**src/sv/ggc_pkg.sv**
```systemverilog
package ggc_pkg;

   localparam int MAX_VERTICES_DEFAULT = 64;

   localparam int CMD_W    = 2;
   localparam int VERTEX_W = 6;
   localparam int COLOR_W  = 6;
   localparam int COUNT_W  = 7;

   localparam logic [CMD_W-1:0] CMD_CLEAR = 2'd0;
   localparam logic [CMD_W-1:0] CMD_EDGE  = 2'd1;
   localparam logic [CMD_W-1:0] CMD_COLOR = 2'd2;

   typedef struct packed {
      logic [CMD_W-1:0]    cmd;
      logic [VERTEX_W-1:0] from_vertex;
      logic [VERTEX_W-1:0] to_vertex;
      logic [COUNT_W-1:0]  vertex_count;
   } ggc_req_type;

   typedef struct packed {
      logic [VERTEX_W-1:0] vertex;
      logic [COLOR_W-1:0]  color;
      logic                last;
   } ggc_rsp_type;

   typedef enum logic [1:0] {
      ROW_SEL_FROM,
      ROW_SEL_TO,
      ROW_SEL_VERTEX
   } row_sel_type;

   typedef struct packed {
      logic        load_req;
      logic        clear_rows;
      row_sel_type row_sel;
      logic        row_rd;
      logic        row_wr;
      logic        vtx_start;
      logic        scan_step;
      logic        find_step;
      logic        emit;
   } ggc_cmd_type;

   typedef struct packed {
      logic scan_done;
      logic color_found;
      logic out_free;
      logic last_vertex;
   } ggc_status_type;

endpackage

```
**src/sv/ggc_ctrl.sv**
```systemverilog
module ggc_ctrl #(
   parameter int MAX_VERTICES = ggc_pkg::MAX_VERTICES_DEFAULT
) (
   input  logic                   clock,
   input  logic                   reset,
   input  logic                   req_valid,
   output logic                   req_ready,
   input  ggc_pkg::ggc_req_type   req_data,
   input  ggc_pkg::ggc_status_type status,
   output ggc_pkg::ggc_cmd_type   cmd
);

   typedef enum logic [2:0] {
      ST_IDLE,
      ST_EDGE_RD_A,
      ST_EDGE_WR_A,
      ST_EDGE_RD_B,
      ST_EDGE_WR_B,
      ST_VTX_RD,
      ST_SCAN,
      ST_FIND
   } state_type;

   localparam logic [ggc_pkg::COUNT_W-1:0] MAX_COUNT = ggc_pkg::COUNT_W'(MAX_VERTICES);

   state_type state_ff;
   state_type state_in;
   logic      edge_ok;
   logic      count_zero;

   assign edge_ok = ({1'b0, req_data.from_vertex} < MAX_COUNT) &&
                    ({1'b0, req_data.to_vertex} < MAX_COUNT);
   assign count_zero = (req_data.vertex_count == '0);

   always_comb begin
      state_in    = state_ff;
      cmd         = '0;
      cmd.row_sel = ggc_pkg::ROW_SEL_FROM;
      req_ready   = (state_ff == ST_IDLE);
      unique case (state_ff)
         ST_IDLE: begin
            if (req_valid) begin
               cmd.load_req = 1'b1;
               unique case (req_data.cmd)
                  ggc_pkg::CMD_CLEAR: begin
                     cmd.clear_rows = 1'b1;
                  end
                  ggc_pkg::CMD_EDGE: begin
                     if (edge_ok) begin
                        state_in = ST_EDGE_RD_A;
                     end
                  end
                  ggc_pkg::CMD_COLOR: begin
                     if (!count_zero) begin
                        state_in = ST_VTX_RD;
                     end
                  end
                  default: begin
                  end
               endcase
            end
         end
         ST_EDGE_RD_A: begin
            cmd.row_rd = 1'b1;
            state_in   = ST_EDGE_WR_A;
         end
         ST_EDGE_WR_A: begin
            cmd.row_wr = 1'b1;
            state_in   = ST_EDGE_RD_B;
         end
         ST_EDGE_RD_B: begin
            cmd.row_sel = ggc_pkg::ROW_SEL_TO;
            cmd.row_rd  = 1'b1;
            state_in    = ST_EDGE_WR_B;
         end
         ST_EDGE_WR_B: begin
            cmd.row_sel = ggc_pkg::ROW_SEL_TO;
            cmd.row_wr  = 1'b1;
            state_in    = ST_IDLE;
         end
         ST_VTX_RD: begin
            cmd.row_sel   = ggc_pkg::ROW_SEL_VERTEX;
            cmd.row_rd    = 1'b1;
            cmd.vtx_start = 1'b1;
            state_in      = ST_SCAN;
         end
         ST_SCAN: begin
            cmd.scan_step = 1'b1;
            if (status.scan_done) begin
               state_in = ST_FIND;
            end
         end
         ST_FIND: begin
            if (!status.color_found) begin
               cmd.find_step = 1'b1;
            end else if (status.out_free) begin
               cmd.emit = 1'b1;
               state_in = status.last_vertex ? ST_IDLE : ST_VTX_RD;
            end
         end
         default: begin
            state_in = ST_IDLE;
         end
      endcase
   end

   always_ff @(posedge clock) begin
      if (reset) begin
         state_ff <= ST_IDLE;
      end else begin
         state_ff <= state_in;
      end
   end

endmodule

```
**src/sv/ggc_datapath.sv**
```systemverilog
module ggc_datapath #(
   parameter int MAX_VERTICES = ggc_pkg::MAX_VERTICES_DEFAULT
) (
   input  logic                    clock,
   input  logic                    reset,
   input  ggc_pkg::ggc_req_type    req_data,
   input  ggc_pkg::ggc_cmd_type    cmd,
   output ggc_pkg::ggc_status_type status,
   output logic                    rsp_valid,
   input  logic                    rsp_ready,
   output ggc_pkg::ggc_rsp_type    rsp_data
);

   localparam int VIDX_W = $clog2(MAX_VERTICES);
   localparam int VCNT_W = $clog2(MAX_VERTICES + 1);
   localparam logic [MAX_VERTICES-1:0] ROW_ONE = MAX_VERTICES'(1);
   localparam logic [ggc_pkg::COUNT_W-1:0] MAX_COUNT = ggc_pkg::COUNT_W'(MAX_VERTICES);
   localparam logic [VIDX_W-1:0] LAST_COLOR = VIDX_W'(MAX_VERTICES - 1);

   logic [VIDX_W-1:0]       from_ff;
   logic [VIDX_W-1:0]       to_ff;
   logic [VCNT_W-1:0]       count_ff;
   logic [VCNT_W-1:0]       count_in;
   logic [VIDX_W-1:0]       v_ff;
   logic [VIDX_W-1:0]       u_ff;
   logic [VIDX_W-1:0]       c_ff;
   logic                    pend_ff;
   logic [MAX_VERTICES-1:0] used_ff;

   logic [MAX_VERTICES-1:0] adj_ram_ff [MAX_VERTICES];
   logic [MAX_VERTICES-1:0] adj_q_ff;
   logic                    adj_valid_q_ff;
   logic [MAX_VERTICES-1:0] row_valid_ff;

   logic [VIDX_W-1:0]       col_ram_ff [MAX_VERTICES];
   logic [VIDX_W-1:0]       col_q_ff;

   logic                    rsp_valid_ff;
   ggc_pkg::ggc_rsp_type    rsp_ff;

   logic [VIDX_W-1:0]       row_addr;
   logic [VIDX_W-1:0]       other_vertex;
   logic [MAX_VERTICES-1:0] adj_row;
   logic [MAX_VERTICES-1:0] row_wdata;
   logic                    scan_more;

   always_comb begin
      unique case (cmd.row_sel)
         ggc_pkg::ROW_SEL_FROM: begin
            row_addr     = from_ff;
            other_vertex = to_ff;
         end
         ggc_pkg::ROW_SEL_TO: begin
            row_addr     = to_ff;
            other_vertex = from_ff;
         end
         ggc_pkg::ROW_SEL_VERTEX: begin
            row_addr     = v_ff;
            other_vertex = from_ff;
         end
         default: begin
            row_addr     = from_ff;
            other_vertex = to_ff;
         end
      endcase
   end

   // rows never written since the last clear read as empty
   assign adj_row   = adj_valid_q_ff ? adj_q_ff : '0;
   assign row_wdata = adj_row | (ROW_ONE << other_vertex);
   assign scan_more = (u_ff != v_ff);
   assign count_in  = (req_data.vertex_count > MAX_COUNT) ? VCNT_W'(MAX_VERTICES)
                                                         : VCNT_W'(req_data.vertex_count);

   assign status.scan_done   = !scan_more && !pend_ff;
   assign status.color_found = !used_ff[c_ff] || (c_ff == LAST_COLOR);
   assign status.out_free    = !rsp_valid_ff || rsp_ready;
   assign status.last_vertex = ((VCNT_W'(v_ff) + VCNT_W'(1)) == count_ff);

   always_ff @(posedge clock) begin
      if (cmd.load_req) begin
         from_ff  <= req_data.from_vertex[VIDX_W-1:0];
         to_ff    <= req_data.to_vertex[VIDX_W-1:0];
         count_ff <= count_in;
      end
   end

   always_ff @(posedge clock) begin
      if (cmd.row_wr) begin
         adj_ram_ff[row_addr] <= row_wdata;
      end
      if (cmd.row_rd) begin
         adj_q_ff <= adj_ram_ff[row_addr];
      end
   end

   always_ff @(posedge clock) begin
      if (reset) begin
         row_valid_ff   <= '0;
         adj_valid_q_ff <= 1'b0;
      end else begin
         if (cmd.clear_rows) begin
            row_valid_ff <= '0;
         end else if (cmd.row_wr) begin
            row_valid_ff[row_addr] <= 1'b1;
         end
         if (cmd.row_rd) begin
            adj_valid_q_ff <= row_valid_ff[row_addr];
         end
      end
   end

   always_ff @(posedge clock) begin
      if (cmd.emit) begin
         col_ram_ff[v_ff] <= c_ff;
      end
      if (cmd.scan_step && scan_more) begin
         col_q_ff <= col_ram_ff[u_ff];
      end
   end

   // neighbour scan over lower vertices, then lowest free colour search
   always_ff @(posedge clock) begin
      if (cmd.load_req) begin
         v_ff <= '0;
      end else if (cmd.emit && !status.last_vertex) begin
         v_ff <= v_ff + VIDX_W'(1);
      end
      if (cmd.vtx_start) begin
         u_ff    <= '0;
         c_ff    <= '0;
         pend_ff <= 1'b0;
         used_ff <= '0;
      end else begin
         if (cmd.scan_step) begin
            if (scan_more) begin
               pend_ff <= adj_row[u_ff];
               u_ff    <= u_ff + VIDX_W'(1);
            end else begin
               pend_ff <= 1'b0;
            end
            if (pend_ff) begin
               used_ff <= used_ff | (ROW_ONE << col_q_ff);
            end
         end
         if (cmd.find_step) begin
            c_ff <= c_ff + VIDX_W'(1);
         end
      end
   end

   always_ff @(posedge clock) begin
      if (reset) begin
         rsp_valid_ff <= 1'b0;
      end else if (cmd.emit) begin
         rsp_valid_ff <= 1'b1;
      end else if (rsp_ready) begin
         rsp_valid_ff <= 1'b0;
      end
   end

   always_ff @(posedge clock) begin
      if (cmd.emit) begin
         rsp_ff.vertex <= ggc_pkg::VERTEX_W'(v_ff);
         rsp_ff.color  <= ggc_pkg::COLOR_W'(c_ff);
         rsp_ff.last   <= status.last_vertex;
      end
   end

   assign rsp_valid = rsp_valid_ff;
   assign rsp_data  = rsp_ff;

endmodule

```
**src/sv/greedy_graph_coloring_core.sv**
```systemverilog
// Greedy graph colouring. Edges are loaded into a symmetric adjacency matrix held in a
// memory with one valid bit per row, so a clear item only resets the valid bits and an
// add-edge item does a read-modify-write of each of the two rows through one port. A
// colour item with count n walks vertices 0 .. n-1 in order and gives each the lowest
// colour not held by a lower numbered neighbour. Each vertex first fetches its row, then
// looks up the colours of the lower vertices in the colour memory, and then tries colours
// from zero upward, the last try loading the result into the output register; that last
// step waits while the register still holds an item not yet taken.
// A count above MAX_VERTICES is taken as MAX_VERTICES; a count of zero gives nothing, like
// an unused command. Edges with an end at or above MAX_VERTICES are dropped. The final
// result is marked last, and a new item is taken once the previous one has loaded its last
// result into the output register.
module greedy_graph_coloring_core #(
   parameter int MAX_VERTICES = ggc_pkg::MAX_VERTICES_DEFAULT
) (
   input  logic                 clock,
   input  logic                 reset,
   input  logic                 req_valid,
   output logic                 req_ready,
   input  ggc_pkg::ggc_req_type req_data,
   output logic                 rsp_valid,
   input  logic                 rsp_ready,
   output ggc_pkg::ggc_rsp_type rsp_data
);

   ggc_pkg::ggc_cmd_type    cmd;
   ggc_pkg::ggc_status_type status;

   ggc_ctrl #(
      .MAX_VERTICES(MAX_VERTICES)
   ) u_ctrl (
      .clock     (clock),
      .reset     (reset),
      .req_valid (req_valid),
      .req_ready (req_ready),
      .req_data  (req_data),
      .status    (status),
      .cmd       (cmd)
   );

   ggc_datapath #(
      .MAX_VERTICES(MAX_VERTICES)
   ) u_datapath (
      .clock     (clock),
      .reset     (reset),
      .req_data  (req_data),
      .cmd       (cmd),
      .status    (status),
      .rsp_valid (rsp_valid),
      .rsp_ready (rsp_ready),
      .rsp_data  (rsp_data)
   );

   a_colour_bound: assert property (@(posedge clock) disable iff (reset)
      rsp_valid |-> (rsp_data.color <= rsp_data.vertex))
      else $error("colour above vertex index");

   a_colour_busy: assert property (@(posedge clock) disable iff (reset)
      (req_valid && req_ready && (req_data.cmd == ggc_pkg::CMD_COLOR) &&
       (req_data.vertex_count != '0)) |=> !req_ready)
      else $error("colour item did not hold off input");

   a_clear_single: assert property (@(posedge clock) disable iff (reset)
      (req_valid && req_ready && (req_data.cmd == ggc_pkg::CMD_CLEAR)) |=> req_ready)
      else $error("clear item did not finish in one cycle");

endmodule

```
**config.mk**
```make
export PLATFORM = sky130hd
export DESIGN_NAME = greedy_graph_coloring_core
export DESIGN_NICKNAME = d
export VERILOG_FILES = /design/src/sv/ggc_pkg.sv /design/src/sv/ggc_ctrl.sv /design/src/sv/ggc_datapath.sv /design/src/sv/greedy_graph_coloring_core.sv
export SDC_FILE = /design/constraint.sdc
export NUM_CORES = 2
export LEC_CHECK = 0
export BUFFER_PORTS_ARGS = -buffer_cell sky130_fd_sc_hd__buf_2
export CORE_MARGIN = 2
export CORE_UTILIZATION = 25
export DETAILED_ROUTE_END_ITERATION = 7
export REMOVE_ABC_BUFFERS = 1
export SETUP_SLACK_MARGIN = 0.02
export SKIP_CTS_REPAIR_TIMING = 1
export SYNTH_ARGS = -nofsm -noshare
export SYNTH_HDL_FRONTEND = slang
export SYNTH_MEMORY_MAX_BITS = 65536
export SYNTH_SLANG_ARGS = --single-unit
```
**constraint.sdc**
```tcl
create_clock -name clock -period 6.7 [get_ports clock]
set_input_delay 0.67 -clock clock [delete_from_list [all_inputs] [get_ports clock]]
set_output_delay 0.67 -clock clock [all_outputs]
set_load 0.005 [all_outputs]
```
Yosys cells after proc, flatten, opt, wreduce, memory -nomap -nowiden
Memories as Yosys holds them, arrays and structs flattened. A register that Yosys moved wholly into a read port is not among the register bits.
Cells that the tools add are included.
{"block": "totals", "register_bits": 184, "romBits": 0, "input_bits": 25, "mem_count": 2, "ram_bits": 4480, "latchBits": 0}
{"name": "u_datapath.adj_ram_ff", "depth": 64, "word_bits": 64, "read_ports": 1, "rd_clocked_by_memory_dff": 1, "wr": 1, "line": "ggc_datapath.sv:30", "text": "logic [MAX_VERTICES-1:0] adj_ram_ff [MAX_VERTICES];"}
{"name": "u_datapath.col_ram_ff", "depth": 64, "word_bits": 6, "read_ports": 1, "rd_clocked_by_memory_dff": 1, "wr": 1, "line": "ggc_datapath.sv:35", "text": "logic [VIDX_W-1:0] col_ram_ff [MAX_VERTICES];"}
{"block": "op_classes", "shifts": 2, "eq_ne": 20, "div": 0, "n_reduce_logical": 23, "muxes": 38, "addsub": 4, "order_cmp": 5, "bitwise": 3, "multipliers": 0}
{"operator": "64-bit bitwise OR", "n": 3}
{"operator": "1-bit by 6-bit << shifter with 64-bit output, first input constant", "n": 2}
{"operator": "64-bit two-way mux", "n": 1}
{"operator": "3-bit one-hot mux with 8 select lines", "n": 1}
{"operator": "6-bit by 7-bit < comparator with 1-bit output, second input constant", "n": 3}
{"operator": "1-bit two-way mux", "n": 19}
{"operator": "6-bit by 1-bit adder with 6-bit output, second input constant", "n": 3}
{"operator": "1-bit binary-select mux with 6-bit select", "n": 3}
{"operator": "3-bit two-way mux", "n": 6}
{"operator": "3-bit == test, second input constant", "n": 4}
{"operator": "6-bit one-hot mux with 2 select lines", "n": 1}
{"operator": "2-bit OR reduction", "n": 4}
{"operator": "6-bit by 1-bit adder with 7-bit output, second input constant", "n": 1}
{"operator": "7-bit == test", "n": 1}
{"operator": "7-bit > comparator, second input constant", "n": 1}
{"operator": "7-bit logical NOT", "n": 1}
{"operator": "1-bit demux with 6-bit select", "n": 1}
{"operator": "3-bit by 2-bit == test with 1-bit output, second input constant", "n": 2}
{"operator": "6-bit == test, second input constant", "n": 1}
{"operator": "6-bit by 1-bit greater-or-equal comparator with 1-bit output, second input constant", "n": 1}
{"operator": "2-bit two-way mux", "n": 3}
{"operator": "6-bit two-way mux", "n": 1}
{"operator": "2-bit inequality test, second input constant", "n": 3}
{"operator": "6-bit inequality test", "n": 1}
{"operator": "17 further kinds", "n": 28}

Logic depth before layout (Yosys ltp)
{"block": "logic_depth", "ltp_word": 10, "ltp_mapped": 18}

By module
Synthesis repeated with hierarchy kept, for this count alone.
{"block": "hier_totals", "cells_unflattened": 9139, "hier_area_um2": 172787.0}
{"mod": "ggc_datapath", "area_each_um2": 172396.6, "n_inst": 1, "seq_area_each_um2": 140574.8, "cells_per_inst": 9088}
{"mod": "ggc_ctrl", "area_each_um2": 390.4, "n_inst": 1, "seq_area_each_um2": 60.1, "cells_per_inst": 51}

Worst setup path after synthesis
No wires, ideal clock.
{"block": "synth_path", "path_kind": "reg-to-reg", "startpoint": "reg u_ctrl.state_ff[2]", "endpoint": "mem u_datapath.adj_ram_ff[12][0] (netlist name), enable pin", "slack_ps": 8, "required_ps": 6212, "arrival_time_ps": 6204, "path_stages_with_launch": 16, "setup_time_ps": 488, "n_path_buf": 6, "synth_period_minus_slack_ps": 6692, "path_cell_list": "dfxtp_1 > clkbuf_1 > nand2_1 > or2_2 > inv_1 > clkbuf_1 > ha_1 > a221oi_1 > or2_2 > clkbuf_1 > nor3_1 > clkbuf_1 > clkbuf_1 > clkbuf_1 > nand2_1 > nor2_1"}
{"block": "synth_between", "elab_chain_cells": 5}
{"item": "start, declared", "line": "ggc_ctrl.sv:26", "text": "state_type state_ff;"}
{"item": "start signal, assigned", "line": "ggc_ctrl.sv:111", "text": "state_ff <= state_in;"}
{"item": "3-bit by 2-bit == test with 1-bit output or 3-bit == test (tied branches)", "line": "ggc_ctrl.sv:40", "text": "unique case (state_ff)"}
{"item": "2-bit OR reduction (no source line)"}
{"item": "2-bit one-hot mux with 2 select lines or 1-bit two-way mux (tied branches)", "line": "ggc_ctrl.sv:40"}
{"item": "2-bit == test, or another cell as far along", "line": "ggc_datapath.sv:48", "text": "unique case (cmd.row_sel)"}
{"item": "6-bit one-hot mux with 2 select lines or 1-bit two-way mux (tied branches)", "line": "ggc_datapath.sv:48, ggc_datapath.sv:90"}
{"item": "end, declared", "line": "ggc_datapath.sv:30"}
Parallel ways exist; a longest one is shown, timed or not.

Worst setup path after layout
{"block": "layout_path", "startpoint": "reg u_ctrl.state_ff[1]", "endpoint": "mem u_datapath.adj_ram_ff[24][47] (netlist name), enable pin"}
The elaborated chain is that of the path after synthesis.

==> results.txt <==
----------------------------------------------------
[CTS]
  Clock root cell ... sky130_fd_sc_hd__clkbuf_16
  Clock buffer count from CTS ... 452
  H-tree depth ... 5
  Number of clock sinks ... around 4700
  Clock slew at the register clock pins of the worst setup and hold paths ... approximately 0.06 ns
  Worst-case clock buffer depth ... 4
  Clock tree from TritonCTS ... done
  Clock latency on the worst-skew pair ... about 1.1 ns

[Pwr]
  Switching Share ... 27.9%
  Sequential power share ... 48.7%
  P_int ... 51.5 mW
  Relative contribution of the clock network to total power ... between 30% and 40%
  Net switching power ... 19.9 mW
  Total leakage power ... about 59 nW
  Worst IR drop on VDD ... 316 uV
  Combinational cell fraction of total power ... 15.0%
  Power per standard cell area ... 353 nW/um^2

[STA]
  Sum of negative setup slack ... 0 ns
  Unrepaired setup endpoints after global routing ... no
  Least-Margin Pin Slew ... 1.34 ns
  Worst clock skew ... 0.0802 ns
  Min Tclk post-route ... 5.91 ns
  Final-report setup violation count ... 0
  Final clock period utilization by the worst path ... approximately 88%
  Worst Setup Slack, final ... 0.788 ns
  FMAX ... 169 MHz
  Total count of hold-check failures in the final report ... 0
  Rel. slew slack ... 10.8%
  Fin. max-slew vios ... 0

[Drt]
  Via density ... 5.24
  First DRT Iteration DRCs ... 17500
  Total Wirelength ... 564000 um
  Post-detailed-route count of antenna-violating nets ... 0
  Vias after detailed routing ... roughly 100000
  Detailed-routing iteration count for the pre-antenna-repair pass ... 8
  Drt wl/cell ... 29.6 um
  Number of remaining DRC errors ... 3

[Logic synthesis]
  Largest family of logic cells by synthesized area ... compound AO/OA/AOI/OAI gates
  Top-area cell type share of the netlist area ... between 70% and 80%
  Cell area after synthesis ... 172000 um^2
  Distinct cells, synth ... 65
  Share of flip-flops with an asynchronous set or reset ... 0%
  Count of flip-flops with a built-in enable after synthesis ... ~4600
  Synth Area in Compound Gates ... 12.3%
  Proportion of synthesized chip area in sequential cells ... 81.6%
  Simple-gate area share of the yosys netlist ... 2.17%
  Number of register bits inferred by synthesis ... around 4700
  Mean instance size in the synthesized netlist ... roughly 19 um^2
  Xor-xnor portion of the synthesized cell area ... less than 1%
  Post-synth top area cell ... sky130_fd_sc_hd__edfxtp_1
  Primary FF master, synth ... sky130_fd_sc_hd__edfxtp_1
  Number of standard cells after synthesis ... between 9000 and 10000
  Share of synthesized area spent on multiplexers ... between 2 and 2.5%
  Main area contributors after synthesis ... sky130_fd_sc_hd__edfxtp_1 80%, sky130_fd_sc_hd__a22oi_1 9.0%, sky130_fd_sc_hd__mux4_2 2.1%, sky130_fd_sc_hd__a41oi_1 1.9%, sky130_fd_sc_hd__dfxtp_1 1.8%
  Adder-cell share of the synthesized area ... less than 1%
  Syn. warnings ... 0

[Finish]
  Most frequent standard cell in the layout excluding fill and tap cells ... sky130_fd_sc_hd__edfxtp_1
  Final design utilization ... between 20% and 30%
  Number of fill cells in the layout ... 66700
  Layout overhead on the synthesized area ... 17.5%
  Layout cells sized above 1 ... 14.8%
  Area taken by multi-input logic gates ... ~30000 um^2
  Sequential cell area ... 141000 um^2
  Commonest non-fill, non-tap cells in the layout ... 4582 x sky130_fd_sc_hd__edfxtp_1, 2055 x sky130_fd_sc_hd__a22oi_1, 455 x sky130_fd_sc_hd__clkbuf_16
  Net count reported at finish ... 9498
  Fin cells ... roughly 19000
  Layout Cell Area excl Fill ... between 200000 and 250000 um^2

[Place]
  Dpl cells ... 18200
  DPL Wire Length ... around 290000 um
  Routability-driven placement congestion ratio ... 0.836
  Port Buffers ... 39
  Worst setup slack before clock tree synthesis ... roughly 1.1 ns
  Total cell area at the placement stage ... 187000 um^2

[Floorplanning]
  Effective utilization at floorplan ... 25.1%
  Cell Rows ... 304
  Area of the placeable core ... 686000 um^2
  Total Die Area ... 696000 um^2
  IO Pins ... 40
  Width of the chip ... ~830 um
  Height of the die ... 834 um

[Status]
  Violated checks ... DRC
  Result of the run ... complete, but fails checks

[GRT]
  Global-route usage over all layers ... 15.4%
  Pin count of the biggest net entering global routing ... 107
  Number of antenna violations at the first check in global routing ... 19
  Global-route congestion overflow total ... 0
  Via count of the first global-routing pass ... around 95000
  Wire length of the first global-routing pass ... 774000 um

[Worst setup path]
  Endpoint kind of the worst setup timing path ... register
  Start-to-end type of the worst setup path ... register to register
  Crit start category ... register
  Crit-path max FO ... 35
  Worst reg-to-reg path cell count ... 11
  Data arrival time at the worst-slack endpoint ... 6.55 ns
  Worst path required time ... 7.33 ns

[Min path]
  Hold Path Depth ... 2
  Hold Crit Class ... primary input to register

[Job]
  Reported max-cap violation count ... 0

----------------------------------------------------
state kept, by name, indices dropped and copies added (netlist names), 7 cells and up:
signal / cells
u_datapath.count_ff: 7
u_datapath.row_valid_ff: 64
u_datapath.col_ram_ff: 384
u_datapath.adj_q_ff: 64
u_datapath.rsp_data: 13
u_datapath.adj_ram_ff: 4096
u_datapath.used_ff: 64
final cells by class:
cell class	instances	share of cell area (%)
antenna	5	0.00618
multi-input combinational	3813	15.0
clock inverter	295	1.52
clock buffer	556	5.88
tap	9180	5.67
timing repair buffer	454	2.40
inverter	11	0.0204
sequential	4734	69.5
through the flow:
stage	total power [mW]	hold slack (ns)
2_1_floorplan	42.0	0.431
3_3_place_gp	45.8	0.442
3_5_place_dp	45.8	0.450
4_1_cts	71.3	-0.209
5_1_grt	73.1	-0.0105
6_report	71.4	0.000202
power by group through the flow:
stage / clock network, mW / registers [mW] / logic (mW)
after floorplan: 0 / 35.1 / 6.93
after global placement: 0 / 35.4 / 10.4
after detailed placement: 0 / 35.4 / 10.5
after CTS: 26.0 / 34.7 / 10.5
after global routing: 27.2 / 34.8 / 11.2
final: 25.9 / 34.8 / 10.7
cells by family (layout without fill, tap and decap cells):
family / after synthesis / in the layout
compound gates: 2853 / 2853
xor+xnor: 20 / 20
fa+ha+maj: 7 / 7
buf+inv: 629 / 1316
flops: 4734 / 4734
mux: 199 / 199
other cells: 0 / 5
simple gates: 734 / 734
Yosys cell counts, types with 6 or more instances:
cell and number:
sky130_fd_sc_hd__edfxtp_1 4582, sky130_fd_sc_hd__a22oi_1 2055, sky130_fd_sc_hd__clkbuf_1 557, sky130_fd_sc_hd__a41oi_1 370
sky130_fd_sc_hd__a21oi_1 221, sky130_fd_sc_hd__nor2_1 192, sky130_fd_sc_hd__mux4_2 162, sky130_fd_sc_hd__nand4_1 159
sky130_fd_sc_hd__dfxtp_1 152, sky130_fd_sc_hd__nand2_1 97, sky130_fd_sc_hd__nand3_1 89, sky130_fd_sc_hd__o21a_1 69
sky130_fd_sc_hd__nor4_1 62, sky130_fd_sc_hd__nor3_1 58, sky130_fd_sc_hd__o21ai_0 52, sky130_fd_sc_hd__buf_1 50
sky130_fd_sc_hd__a22o_1 34, sky130_fd_sc_hd__mux2i_1 29, sky130_fd_sc_hd__nand2b_1 13, sky130_fd_sc_hd__inv_1 11
sky130_fd_sc_hd__nor2b_1 11, sky130_fd_sc_hd__xnor2_1 11, sky130_fd_sc_hd__a31oi_1 10, sky130_fd_sc_hd__and3_1 10
sky130_fd_sc_hd__xor2_1 9, sky130_fd_sc_hd__buf_2 8, sky130_fd_sc_hd__mux2_2 8, sky130_fd_sc_hd__ha_1 7
sky130_fd_sc_hd__nand3b_1 7, sky130_fd_sc_hd__or2_2 7, sky130_fd_sc_hd__nor2_2 6
final timing paths:
path                            slack (ns)                   from                       endpoint
worst max-delay path                  0.79     u_ctrl.state_ff[1]  u_datapath.adj_ram_ff[24][47]
worst min-delay path                0.0002            req_data[3]         u_datapath.count_ff[3]
worst max register to register        0.79     u_ctrl.state_ff[1]  u_datapath.adj_ram_ff[24][47]
worst min register to register        0.46  u_datapath.used_ff[6]          u_datapath.used_ff[6]
per-layer routing:
| layer | up-vias | GRT usage [%] | part of all wire [%] | wire length (um) |
|---|---|---|---|---|
| met2 | 6885 | 24.3 | 46 | 258000 |
| met1 | 52100 | 20.9 | 38 | 217000 |
| met3 | 1176 | 3.17 | 12 | 65400 |
| met4 | 10 | 5.90 | 4.2 | 23600 |
| li1 | 39700 | - | - | - |
| met5 | - | 0 | 0.013 | 72 |
critical path: stages, from the launching register on:
cell and delay, ns:
sky130_fd_sc_hd__dfxtp_1 0.53, sky130_fd_sc_hd__nand2_1 0.18, sky130_fd_sc_hd__o21ai_0 0.74, sky130_fd_sc_hd__ha_1 0.39
sky130_fd_sc_hd__buf_4 0.26, sky130_fd_sc_hd__a221oi_1 0.64, sky130_fd_sc_hd__nor2_2 0.10, sky130_fd_sc_hd__nor3_2 0.69
sky130_fd_sc_hd__buf_4 0.28, sky130_fd_sc_hd__nand2_1 0.55, sky130_fd_sc_hd__nor2_4 0.34, sky130_fd_sc_hd__buf_4 0.70
(Power assumes the default switching activity.)
